<file path="config.mk">
export PLATFORM = sky130hd
export DESIGN_NAME = polynomial_add_multiply_unit_flat
export DESIGN_NICKNAME = d
export VERILOG_FILES = /design/src/design/pam_pkg.sv /design/src/design/pam_in_if.sv /design/src/design/pam_out_if.sv /design/src/design/pam_ram.sv /design/src/design/pam_front.sv /design/src/design/pam_queue.sv /design/src/design/pam_engine.sv /design/src/design/polynomial_add_multiply_unit.sv /design/src/flat_wrapper.sv
export SDC_FILE = /design/constraint.sdc
export NUM_CORES = 2
export LEC_CHECK = 0
export ABC_AREA = 1
export BUFFER_PORTS_ARGS = -buffer_cell sky130_fd_sc_hd__buf_4
export CAP_MARGIN = 30
export CORE_MARGIN = 1
export CORE_UTILIZATION = 25
export DETAILED_ROUTE_END_ITERATION = 8
export GPL_TIMING_DRIVEN = 0
export HOLD_SLACK_MARGIN = 0.03
export SYNTH_ARGS = -nofsm -noshare
export SYNTH_HDL_FRONTEND = slang
export SYNTH_HIERARCHICAL = 1
export SYNTH_SLANG_ARGS = --single-unit
</file>
<file path="constraint.sdc">
create_clock -name clk -period 10.6 [get_ports clk]
set_clock_uncertainty 0.1 [all_clocks]
set_input_delay 2.12 -clock clk [delete_from_list [all_inputs] [get_ports clk]]
set_output_delay 2.12 -clock clk [all_outputs]
set_load 0.01 [all_outputs]
</file>
<file path="src/design/pam_pkg.sv">
// ----------------------------------------------------------------------------
// pam_pkg
// Shared constants, command codes and types of the polynomial add/multiply unit.
// ----------------------------------------------------------------------------
`timescale 1ns / 1ps

package pam_pkg;

	// capacity of each coefficient store
	localparam int MAX_TERMS   = 32;
	localparam int IDX_W       = $clog2(MAX_TERMS);
	localparam int LEN_W       = $clog2(MAX_TERMS + 1);

	// field widths
	localparam int ACTION_W    = 2;
	localparam int COEF_W      = 16;
	localparam int VALUE_W     = 36;
	localparam int POW_W       = 6;

	// datapath widths
	localparam int TERM_W      = 2 * COEF_W;
	localparam int ACC_W       = TERM_W + LEN_W;

	// command queue between front and back
	localparam int QUEUE_DEPTH = 2;
	localparam int QPTR_W      = (QUEUE_DEPTH > 1) ? $clog2(QUEUE_DEPTH) : 1;
	localparam int QCNT_W      = $clog2(QUEUE_DEPTH + 1);

	// action codes on the input channel
	localparam logic [ACTION_W-1:0] ACT_LOAD_A = 2'd0;
	localparam logic [ACTION_W-1:0] ACT_LOAD_B = 2'd1;
	localparam logic [ACTION_W-1:0] ACT_SUM    = 2'd2;
	localparam logic [ACTION_W-1:0] ACT_PROD   = 2'd3;

	typedef enum logic [1:0] {
		OP_LOAD_A,
		OP_LOAD_B,
		OP_SUM,
		OP_PROD
	} op_t;

	typedef struct packed {
		op_t                      op;
		logic                     restart;
		logic signed [COEF_W-1:0] coef;
	} cmd_t;

endpackage

</file>
<file path="src/design/pam_in_if.sv">
// ----------------------------------------------------------------------------
// pam_in_if
// Command channel: load, sum and product beats with valid/ready handshake.
// ----------------------------------------------------------------------------
`timescale 1ns / 1ps

interface pam_in_if;
	import pam_pkg::*;

	logic                     valid;
	logic                     ready;
	logic [ACTION_W-1:0]      action;
	logic                     restart;
	logic signed [COEF_W-1:0] coef;

	modport source (output valid, action, restart, coef, input ready);
	modport sink   (input valid, action, restart, coef, output ready);

endinterface

</file>
<file path="src/design/pam_out_if.sv">
// ----------------------------------------------------------------------------
// pam_out_if
// Result channel: one coefficient per beat with valid/ready handshake.
// ----------------------------------------------------------------------------
`timescale 1ns / 1ps

interface pam_out_if;
	import pam_pkg::*;

	logic                      valid;
	logic                      ready;
	logic signed [VALUE_W-1:0] value;
	logic [POW_W-1:0]          power;
	logic                      last;
	logic                      dropped;

	modport source (output valid, value, power, last, dropped, input ready);
	modport sink   (input valid, value, power, last, dropped, output ready);

endinterface

</file>
<file path="src/design/pam_ram.sv">
// ----------------------------------------------------------------------------
// pam_ram
// Generic single-write, single-read RAM with registered read data.
// ----------------------------------------------------------------------------
`timescale 1ns / 1ps

module pam_ram #(
	parameter int WIDTH = 16,
	parameter int DEPTH = 32
) (
	input  logic                     clk,
	input  logic                     we,
	input  logic [$clog2(DEPTH)-1:0] waddr,
	input  logic [WIDTH-1:0]         wdata,
	input  logic [$clog2(DEPTH)-1:0] raddr,
	output logic [WIDTH-1:0]         rdata
);

	logic [WIDTH-1:0] mem [DEPTH];

	always_ff @(posedge clk) begin
		if (we) begin
			mem[waddr] <= wdata;
		end
		rdata <= mem[raddr];
	end

endmodule

</file>
<file path="src/design/pam_front.sv">
// ----------------------------------------------------------------------------
// pam_front
// Accepts command beats, decodes the action and hands commands to the queue.
// ----------------------------------------------------------------------------
`timescale 1ns / 1ps

module pam_front (
	input  logic          clk,
	input  logic          arst_n,
	pam_in_if.sink        cmd,
	input  logic          q_full,
	output logic          q_push,
	output pam_pkg::cmd_t q_cmd
);
	import pam_pkg::*;

	logic v_s1;
	cmd_t cmd_s1;
	cmd_t dec;

	// decode action code into internal op
	always_comb begin
		dec.restart = cmd.restart;
		dec.coef    = cmd.coef;
		unique case (cmd.action)
			ACT_LOAD_A: dec.op = OP_LOAD_A;
			ACT_LOAD_B: dec.op = OP_LOAD_B;
			ACT_SUM:    dec.op = OP_SUM;
			ACT_PROD:   dec.op = OP_PROD;
			default:    dec.op = OP_SUM;
		endcase
	end

	assign q_push    = v_s1 && !q_full;
	assign q_cmd     = cmd_s1;
	assign cmd.ready = !v_s1 || !q_full;

	always_ff @(posedge clk or negedge arst_n) begin
		if (!arst_n) begin
			v_s1 <= 1'b0;
		end else if (cmd.ready) begin
			v_s1 <= cmd.valid;
		end
	end

	always_ff @(posedge clk) begin
		if (cmd.ready && cmd.valid) begin
			cmd_s1 <= dec;
		end
	end

endmodule

</file>
<file path="src/design/pam_queue.sv">
// ----------------------------------------------------------------------------
// pam_queue
// Short command queue decoupling the front from the execution back end.
// ----------------------------------------------------------------------------
`timescale 1ns / 1ps

module pam_queue (
	input  logic          clk,
	input  logic          arst_n,
	input  logic          push,
	input  pam_pkg::cmd_t push_cmd,
	output logic          full,
	input  logic          pop,
	output pam_pkg::cmd_t pop_cmd,
	output logic          empty
);
	import pam_pkg::*;

	cmd_t              slot_q [QUEUE_DEPTH];
	logic [QPTR_W-1:0] wr_ptr_q;
	logic [QPTR_W-1:0] rd_ptr_q;
	logic [QCNT_W-1:0] cnt_q;
	logic              do_push;
	logic              do_pop;

	assign full    = (cnt_q == QCNT_W'(QUEUE_DEPTH));
	assign empty   = (cnt_q == '0);
	assign do_push = push && !full;
	assign do_pop  = pop && !empty;
	assign pop_cmd = slot_q[rd_ptr_q];

	function automatic logic [QPTR_W-1:0] next_ptr(input logic [QPTR_W-1:0] p);
		if (p == QPTR_W'(QUEUE_DEPTH - 1)) begin
			return '0;
		end
		return p + 1'b1;
	endfunction

	always_ff @(posedge clk or negedge arst_n) begin
		if (!arst_n) begin
			wr_ptr_q <= '0;
			rd_ptr_q <= '0;
			cnt_q    <= '0;
		end else begin
			if (do_push) begin
				wr_ptr_q <= next_ptr(wr_ptr_q);
			end
			if (do_pop) begin
				rd_ptr_q <= next_ptr(rd_ptr_q);
			end
			if (do_push && !do_pop) begin
				cnt_q <= cnt_q + 1'b1;
			end else if (do_pop && !do_push) begin
				cnt_q <= cnt_q - 1'b1;
			end
		end
	end

	always_ff @(posedge clk) begin
		if (do_push) begin
			slot_q[wr_ptr_q] <= push_cmd;
		end
	end

`ifndef NO_ASSERTIONS
	a_cnt_range: assert property (@(posedge clk) disable iff (!arst_n)
		cnt_q <= QCNT_W'(QUEUE_DEPTH))
		else $error("queue count beyond depth");
`endif

endmodule

</file>
<file path="src/design/pam_engine.sv">
// ----------------------------------------------------------------------------
// pam_engine
// Back end: coefficient stores, lengths, shared multiply-accumulate sequencer
// and the result output register.
// ----------------------------------------------------------------------------
`timescale 1ns / 1ps

module pam_engine (
	input  logic          clk,
	input  logic          arst_n,
	input  logic          q_empty,
	input  pam_pkg::cmd_t q_cmd,
	output logic          q_pop,
	pam_out_if.source     res
);
	import pam_pkg::*;

	typedef enum logic [2:0] {
		ST_IDLE,
		ST_SETUP,
		ST_ISSUE,
		ST_DRAIN,
		ST_EMIT
	} state_t;

	localparam logic signed [ACC_W-1:0] ACC_HI =
		{{(ACC_W - VALUE_W + 1){1'b0}}, {(VALUE_W - 1){1'b1}}};
	localparam logic signed [ACC_W-1:0] ACC_LO =
		{{(ACC_W - VALUE_W + 1){1'b1}}, {(VALUE_W - 1){1'b0}}};

	state_t                    state_q;
	logic [LEN_W-1:0]          len_a_q;
	logic [LEN_W-1:0]          len_b_q;
	logic                      ovf_q;
	logic                      prod_q;
	logic                      empty_q;
	logic [POW_W-1:0]          n_q;
	logic [POW_W-1:0]          k_q;
	logic [IDX_W-1:0]          i_q;
	logic [IDX_W-1:0]          hi_q;
	logic signed [ACC_W-1:0]   acc_q;

	logic                      v_s1;
	logic                      ma_s1;
	logic                      mb_s1;
	logic                      prod_s1;
	logic                      v_s2;
	logic signed [TERM_W-1:0]  term_s2;

	logic                      out_v_q;
	logic signed [VALUE_W-1:0] out_value_q;
	logic [POW_W-1:0]          out_power_q;
	logic                      out_last_q;
	logic                      out_dropped_q;

	logic                      load_a;
	logic                      load_b;
	logic [LEN_W-1:0]          eff_a;
	logic [LEN_W-1:0]          eff_b;
	logic                      full_a;
	logic                      full_b;
	logic                      we_a;
	logic                      we_b;
	logic [IDX_W-1:0]          raddr_a;
	logic [IDX_W-1:0]          raddr_b;
	logic [COEF_W-1:0]         rdata_a;
	logic [COEF_W-1:0]         rdata_b;
	logic signed [COEF_W-1:0]  a_s1;
	logic signed [COEF_W-1:0]  b_s1;
	logic signed [COEF_W-1:0]  sa;
	logic signed [COEF_W-1:0]  sb;
	logic [POW_W-1:0]          la_p;
	logic [POW_W-1:0]          lb_p;
	logic [POW_W-1:0]          n_new;
	logic [POW_W-1:0]          lo_p;
	logic [POW_W-1:0]          hi_p;
	logic                      is_last;
	logic                      slot_free;

	function automatic logic signed [VALUE_W-1:0] sat_value(
		input logic signed [ACC_W-1:0] a);
		logic signed [VALUE_W-1:0] r;
		if (a > ACC_HI) begin
			r = {1'b0, {(VALUE_W - 1){1'b1}}};
		end else if (a < ACC_LO) begin
			r = {1'b1, {(VALUE_W - 1){1'b0}}};
		end else begin
			r = a[VALUE_W-1:0];
		end
		return r;
	endfunction

	// store writes happen when a load is popped in idle
	assign q_pop  = (state_q == ST_IDLE) && !q_empty;
	assign load_a = q_pop && (q_cmd.op == OP_LOAD_A);
	assign load_b = q_pop && (q_cmd.op == OP_LOAD_B);
	assign eff_a  = q_cmd.restart ? '0 : len_a_q;
	assign eff_b  = q_cmd.restart ? '0 : len_b_q;
	assign full_a = (eff_a >= LEN_W'(MAX_TERMS));
	assign full_b = (eff_b >= LEN_W'(MAX_TERMS));
	assign we_a   = load_a && !full_a;
	assign we_b   = load_b && !full_b;

	// result length and per-coefficient term range
	assign la_p = POW_W'(len_a_q);
	assign lb_p = POW_W'(len_b_q);
	always_comb begin
		if (q_cmd.op == OP_PROD) begin
			n_new = (len_a_q == '0 || len_b_q == '0) ? '0 : la_p + lb_p - 1'b1;
		end else begin
			n_new = (la_p > lb_p) ? la_p : lb_p;
		end
	end
	assign lo_p = (k_q >= lb_p) ? k_q - lb_p + 1'b1 : '0;
	assign hi_p = (k_q >= la_p - 1'b1) ? la_p - 1'b1 : k_q;

	// sum reads a[k] and b[k]; product reads a[i] and b[k-i]
	assign raddr_a = i_q;
	assign raddr_b = prod_q ? IDX_W'(k_q - POW_W'(i_q)) : k_q[IDX_W-1:0];

	assign a_s1 = $signed(rdata_a);
	assign b_s1 = $signed(rdata_b);
	assign sa   = ma_s1 ? a_s1 : '0;
	assign sb   = mb_s1 ? b_s1 : '0;

	assign is_last   = empty_q || (k_q == n_q - 1'b1);
	assign slot_free = !out_v_q || res.ready;

	pam_ram #(.WIDTH(COEF_W), .DEPTH(MAX_TERMS)) u_store_a (
		.clk   (clk),
		.we    (we_a),
		.waddr (eff_a[IDX_W-1:0]),
		.wdata (q_cmd.coef),
		.raddr (raddr_a),
		.rdata (rdata_a)
	);

	pam_ram #(.WIDTH(COEF_W), .DEPTH(MAX_TERMS)) u_store_b (
		.clk   (clk),
		.we    (we_b),
		.waddr (eff_b[IDX_W-1:0]),
		.wdata (q_cmd.coef),
		.raddr (raddr_b),
		.rdata (rdata_b)
	);

	// mac datapath: read data -> term register -> accumulator
	always_ff @(posedge clk) begin
		if (prod_s1) begin
			term_s2 <= TERM_W'(a_s1) * TERM_W'(b_s1);
		end else begin
			term_s2 <= {{(TERM_W - COEF_W){sa[COEF_W-1]}}, sa}
				+ {{(TERM_W - COEF_W){sb[COEF_W-1]}}, sb};
		end
		ma_s1   <= prod_q || (k_q < la_p);
		mb_s1   <= prod_q || (k_q < lb_p);
		prod_s1 <= prod_q;
	end

	always_ff @(posedge clk or negedge arst_n) begin
		if (!arst_n) begin
			state_q       <= ST_IDLE;
			len_a_q       <= '0;
			len_b_q       <= '0;
			ovf_q         <= 1'b0;
			prod_q        <= 1'b0;
			empty_q       <= 1'b0;
			n_q           <= '0;
			k_q           <= '0;
			i_q           <= '0;
			hi_q          <= '0;
			acc_q         <= '0;
			v_s1          <= 1'b0;
			v_s2          <= 1'b0;
			out_v_q       <= 1'b0;
			out_value_q   <= '0;
			out_power_q   <= '0;
			out_last_q    <= 1'b0;
			out_dropped_q <= 1'b0;
		end else begin
			v_s1 <= (state_q == ST_ISSUE);
			v_s2 <= v_s1;
			if (v_s2) begin
				acc_q <= acc_q + {{(ACC_W - TERM_W){term_s2[TERM_W-1]}}, term_s2};
			end
			if (out_v_q && res.ready) begin
				out_v_q <= 1'b0;
			end

			unique case (state_q)
				ST_IDLE: begin
					if (q_pop) begin
						unique case (q_cmd.op)
							OP_LOAD_A: begin
								if (full_a) begin
									ovf_q <= 1'b1;
								end else begin
									len_a_q <= eff_a + 1'b1;
								end
							end
							OP_LOAD_B: begin
								if (full_b) begin
									ovf_q <= 1'b1;
								end else begin
									len_b_q <= eff_b + 1'b1;
								end
							end
							OP_SUM, OP_PROD: begin
								prod_q  <= (q_cmd.op == OP_PROD);
								n_q     <= n_new;
								k_q     <= '0;
								acc_q   <= '0;
								empty_q <= (n_new == '0);
								state_q <= (n_new == '0) ? ST_EMIT : ST_SETUP;
							end
							default: begin
								state_q <= ST_IDLE;
							end
						endcase
					end
				end
				ST_SETUP: begin
					acc_q <= '0;
					if (prod_q) begin
						i_q  <= lo_p[IDX_W-1:0];
						hi_q <= hi_p[IDX_W-1:0];
					end else begin
						i_q  <= k_q[IDX_W-1:0];
						hi_q <= k_q[IDX_W-1:0];
					end
					state_q <= ST_ISSUE;
				end
				ST_ISSUE: begin
					if (i_q == hi_q) begin
						state_q <= ST_DRAIN;
					end else begin
						i_q <= i_q + 1'b1;
					end
				end
				ST_DRAIN: begin
					if (!v_s1 && !v_s2) begin
						state_q <= ST_EMIT;
					end
				end
				ST_EMIT: begin
					if (slot_free) begin
						out_v_q       <= 1'b1;
						out_value_q   <= sat_value(acc_q);
						out_power_q   <= empty_q ? '0 : k_q;
						out_last_q    <= is_last;
						out_dropped_q <= ovf_q;
						if (is_last) begin
							state_q <= ST_IDLE;
						end else begin
							k_q     <= k_q + 1'b1;
							state_q <= ST_SETUP;
						end
					end
				end
				default: begin
					state_q <= ST_IDLE;
				end
			endcase
		end
	end

	assign res.valid   = out_v_q;
	assign res.value   = out_value_q;
	assign res.power   = out_power_q;
	assign res.last    = out_last_q;
	assign res.dropped = out_dropped_q;

`ifndef NO_ASSERTIONS
	a_len_bound: assert property (@(posedge clk) disable iff (!arst_n)
		len_a_q <= LEN_W'(MAX_TERMS) && len_b_q <= LEN_W'(MAX_TERMS))
		else $error("store length beyond capacity");

	a_ovf_sticky: assert property (@(posedge clk) disable iff (!arst_n)
		ovf_q |=> ovf_q)
		else $error("dropped flag cleared without reset");

	a_issue_range: assert property (@(posedge clk) disable iff (!arst_n)
		state_q == ST_ISSUE |-> i_q <= hi_q)
		else $error("term index ran past range end");
`endif

endmodule

</file>
<file path="src/design/polynomial_add_multiply_unit.sv">
// ----------------------------------------------------------------------------
// polynomial_add_multiply_unit
// Load beats are written to the stores while the back end is idle; each input beat passes
// through the front register and the queue first. Each result coefficient sums t terms
// (1 for a sum, up to 32 for a product), issued in turn on the single multiply-accumulate
// path with one read port per store.
// Commands run one at a time.
// Reset is asynchronous, active low; it empties both stores and clears the dropped flag.
// ----------------------------------------------------------------------------
`timescale 1ns / 1ps

module polynomial_add_multiply_unit (
	input  logic  clk,
	input  logic  arst_n,
	pam_in_if.sink    cmd,
	pam_out_if.source res
);
	import pam_pkg::*;

	// front to queue
	logic push;
	cmd_t push_cmd;
	logic q_full;

	// queue to back end
	logic pop;
	cmd_t pop_cmd;
	logic q_empty;

	// front: takes command beats and decodes the action
	pam_front u_front (
		.clk    (clk),
		.arst_n (arst_n),
		.cmd    (cmd),
		.q_full (q_full),
		.q_push (push),
		.q_cmd  (push_cmd)
	);

	// short queue so the front can keep taking beats while a product runs, until the queue is full
	pam_queue u_queue (
		.clk      (clk),
		.arst_n   (arst_n),
		.push     (push),
		.push_cmd (push_cmd),
		.full     (q_full),
		.pop      (pop),
		.pop_cmd  (pop_cmd),
		.empty    (q_empty)
	);

	// back end: stores, lengths, mac sequencer, result register
	pam_engine u_engine (
		.clk     (clk),
		.arst_n  (arst_n),
		.q_empty (q_empty),
		.q_cmd   (pop_cmd),
		.q_pop   (pop),
		.res     (res)
	);

endmodule
</file>
<file path="src/flat_wrapper.sv">
// flat-port wrapper written by rule: the top's interface ports become plain ports
module polynomial_add_multiply_unit_flat import pam_pkg::*;
  (clk, arst_n, cmd_valid, cmd_action, cmd_restart, cmd_coef, cmd_ready, res_valid, res_value, res_power, res_last, res_dropped, res_ready);
  pam_in_if cmd_i ();
  pam_out_if res_i ();
  input  logic clk;
  input  logic arst_n;
  input wire logic [$bits(cmd_i.valid)-1:0] cmd_valid;
  input wire logic [$bits(cmd_i.action)-1:0] cmd_action;
  input wire logic [$bits(cmd_i.restart)-1:0] cmd_restart;
  input wire logic [$bits(cmd_i.coef)-1:0] cmd_coef;
  output wire logic [$bits(cmd_i.ready)-1:0] cmd_ready;
  output wire logic [$bits(res_i.valid)-1:0] res_valid;
  output wire logic [$bits(res_i.value)-1:0] res_value;
  output wire logic [$bits(res_i.power)-1:0] res_power;
  output wire logic [$bits(res_i.last)-1:0] res_last;
  output wire logic [$bits(res_i.dropped)-1:0] res_dropped;
  input wire logic [$bits(res_i.ready)-1:0] res_ready;
  assign cmd_i.valid = cmd_valid;
  assign cmd_i.action = cmd_action;
  assign cmd_i.restart = cmd_restart;
  assign cmd_i.coef = cmd_coef;
  assign cmd_ready = cmd_i.ready;
  assign res_valid = res_i.valid;
  assign res_value = res_i.value;
  assign res_power = res_i.power;
  assign res_last = res_i.last;
  assign res_dropped = res_i.dropped;
  assign res_i.ready = res_ready;
  polynomial_add_multiply_unit u_core (.clk(clk), .arst_n(arst_n), .cmd(cmd_i), .res(res_i));
endmodule
</file>
==> metrics.md <==
| Metric | Value |
|---|---|
| Least-Margin Pin Slew | `1.06 ns` |
| Initial DRC Count | `5,201` |
| Final GP Congestion | `0.959` |
| Family of cells with the greatest summed delay on the critical path | `adder cells` |
| Starting density of the core | `25.2%` |
| Antenna violations before repair | `6` |
| Total of hold buffers inserted after clock tree synthesis | `0` |
| Final Hold Violating Endpoints | `0` |
| Synth area leaders | `edfxtp_1, nand2_1, fa_1` |
| Wire length of the first global-routing pass | `303,000 um` |
| Cells after Synth | `6,839` |
| Antenna viol nets, final | `0` |
| Area enclosed by the die boundary | `271,000 um^2` |
| Sequence of cells on the critical path | `clkbuf_1 > clkbuf_1 > nand2_1 > fa_1 > inv_1 > fa_1 > fa_1 > fa_1 > inv_1 > fa_1 > fa_1 > inv_1 > ha_1 > nand3_1 > nor3_1 > nand3_1 > nand3_1 > nand2_1 > o21ai_0` |
| Number of synthesized flops with an enable pin | `1,081` |
| Cell type with the highest aggregate area in the netlist | `edfxtp_1` |
| Overall via count from detail_route | `49,900` |
| Clock tree from TritonCTS | `yes` |
| Maximum operating frequency | `137 MHz` |
| Yosys reg bits | `1,278` |
| Maximum level of the CTS H-tree | `4` |
| Register area share after synthesis | `55.2%` |
| Top cell by count, worst path | `fa_1` |
| Synth unique cells | `61` |
| Worst path buffer plus inverter count | `5` |
| Worst path max stage delay | `0.94 ns` |
| Number of top-level pins | `69` |
| Largest net degree at the start of global routing | `73` |
| Vias in the first global route | `48,400` |
| Setup repair after global routing missed its margin | `no` |
| Post-detail-place hpwl | `146,000 um` |
| Yosys top cell area share | `48.4%` |
| CORE AREA | `266,000 um^2` |
| Final clock period utilization by the worst path | `68.9%` |
| Global Route Usage Sum | `14.7%` |
| Layout cells sized above 1 | `9.61%` |
| Total Routed Length | `203,000 um` |
| CTS Buf Count | `140` |
| Cell row count | `189` |
| Overall overflow remaining after global route | `0` |
| Clock period minus worst slack | `7.30 ns` |
| Count of cells resized by post-cts repair | `0` |
| Total Nets Final | `7,610` |
| Vertical die dimension | `520 um` |
| CP required | `11.14 ns` |
| CP Data Arrival Time | `7.84 ns` |
| CTS max path bufs | `3` |
| FFs w/ async S/R, synth | `10.2%` |
| Count of TritonRoute iterations in the first routing pass | `6` |
| Root cell of the clock tree | `clkbuf_16` |
| DRC Markers | `0` |
| Final core occ | `29.5%` |
| Die boundary width | `520 um` |
| Final total negative setup slack | `0 ns` |
| Cell area after synthesis | `67,100 um^2` |
| Post-synthesis average cell area | `9.81 um^2` |
| Total number of yosys warnings | `6` |
| Critical path fanouts, max | `10` |
| Worst hold-check path type | `reg2reg` |
| Final Max Slew Viols | `0` |
| Routed length per instance | `18.9 um` |
| Clock-pin slew reported for the worst setup and hold paths after clock tree synthesis | `0.06 ns` |
| Net count of the mapped netlist | `7,314` |
| Endpoint kind of the worst setup timing path | `flop` |
| Number of sinks on the clock net | `1,278` |
| Startpoint type of the worst setup path | `flop` |
| Number of violations of the max-capacitance limit | `0` |
| Post-CTS Repair Setup Buffers | `0` |
| Clock insertion delay at the later pin of the skew report | `0.79 ns` |
| Relative slew slack | `29.4%` |
| Dominant synthesized flop cell | `edfxtp_1` |
| Commonest non-fill, non-tap cells in the layout | `nand2_1, edfxtp_1, nand3_1, inv_1, nor2_1` |
| Result of the run | `complete, no violations` |
| Critical Path Slowest Stage Cell | `fa_1` |
| Number of setup violations in the final report | `0` |
| IO buf count | `66` |
| Layout filler cell count | `27,400` |
| Setup Crit Path Kind | `reg2reg` |
| Post-DR vias/cell | `4.63` |
| Syn-to-layout area delta | `16.8%` |
| Most common cell after layout, fill and taps aside | `nand2_1` |
[layout make-up]
cell class	instances	area (um^2)	area share [%]
flip-flops and latches	1278	37100	47.3
multi-input cells	4468	25500	32.5
well taps	3533	4420	5.64
clock buffers	177	3800	4.86
inverters	766	2890	3.69
repair buffers	154	1990	2.53
plain buffers	327	1970	2.51
clock inverters	74	741	0.945
diodes	4	10.0	0.0128
[layer usage]
metal	wire, um	share of wire, %	track usage [%]
met1	85300	42	19.7
met2	94600	47	24.1
met3	16500	8.1	2.17
met4	6850	3.4	5.34
met5	31	0.015	0
[worst paths after layout]
| path | start | to | slack, ns | cells after the start |
|---|---|---|---|---|
| max | u_core/u_engine/u_store_b/rdata[5] | u_core/u_engine/term_s2[30] | 3.30 | 19 |
| min | u_core/u_engine/v_s1 | u_core/u_engine/v_s2 | 0.27 | 0 |
| max reg2reg | u_core/u_engine/u_store_b/rdata[5] | u_core/u_engine/term_s2[30] | 3.30 | 19 |
| min reg2reg | u_core/u_engine/v_s1 | u_core/u_engine/v_s2 | 0.27 | 0 |
| max in group asynchronous | arst_n | u_core/u_engine/acc_q[27] | 8.35 | 2 |
| min in group asynchronous | arst_n | u_core/u_engine/res.power[0] | 1.27 | 1 |
[state kept, by name, summed over array words and instances (netlist names), 2 cells and up]
name / count
u_core/u_engine/u_store_a/mem: 512
u_core/u_engine/u_store_b/mem: 512
u_core/u_engine/acc_q: 38
u_core/u_queue/slot_q: 38
u_core/u_engine/res.value: 36
u_core/u_engine/term_s2: 32
u_core/u_front/q_cmd: 19
u_core/u_engine/u_store_a/rdata: 16
u_core/u_engine/u_store_b/rdata: 16
u_core/u_engine/k_q: 6
u_core/u_engine/la_p: 6
u_core/u_engine/lb_p: 6
u_core/u_engine/n_q: 6
u_core/u_engine/res.power: 6
u_core/u_engine/hi_q: 5
u_core/u_engine/i_q: 5
u_core/u_engine/state_q: 3
u_core/u_queue/cnt_q: 2
[metrics by stage]
step | instance area, um^2 | hold slack (ns) | worst slack, ns | instances
6_report | 78400 | 0.272 | 3.30 | 10800
5_1_grt | 78400 | 0.272 | 2.87 | 10800
4_1_cts | 78300 | 0.268 | 3.23 | 10800
3_5_place_dp | 73800 | 0.261 | 3.22 | 10500
3_3_place_gp | 72000 | 0.256 | 3.23 | 10400
2_1_floorplan | 67100 | 0.249 | 4.54 | 6839
[cell families after synthesis]
| kind of cell | Yosys count | share of synthesized area (%) |
|---|---|---|
| buffers and inverters | 1093 | 7.24 |
| adder cells (fa/ha/maj) | 452 | 11.4 |
| AND/OR/NAND/NOR | 3566 | 22.1 |
| XOR/XNOR | 52 | 0.679 |
| AO/OA/AOI/OAI | 397 | 3.36 |
| flip-flops | 1278 | 55.2 |
| multiplexers | 1 | 0.0149 |
[Yosys cell counts (23+ instances only)]
cell type	instances
nand2_1	2225
edfxtp_1	1081
nand3_1	902
inv_1	748
nor2_1	340
fa_1	268
ha_1	184
o21ai_0	161
clkbuf_1	131
dfrtp_1	130
a21oi_1	119
buf_2	76
dfxtp_1	67
buf_4	60
buf_6	49
xor2_1	31
nand4_1	24
nor3_1	24
o21ai_1	23
Power is left out: the tool's default activity adds up to more than one toggle a clock period on the data nets, which glitch-free logic cannot reach.
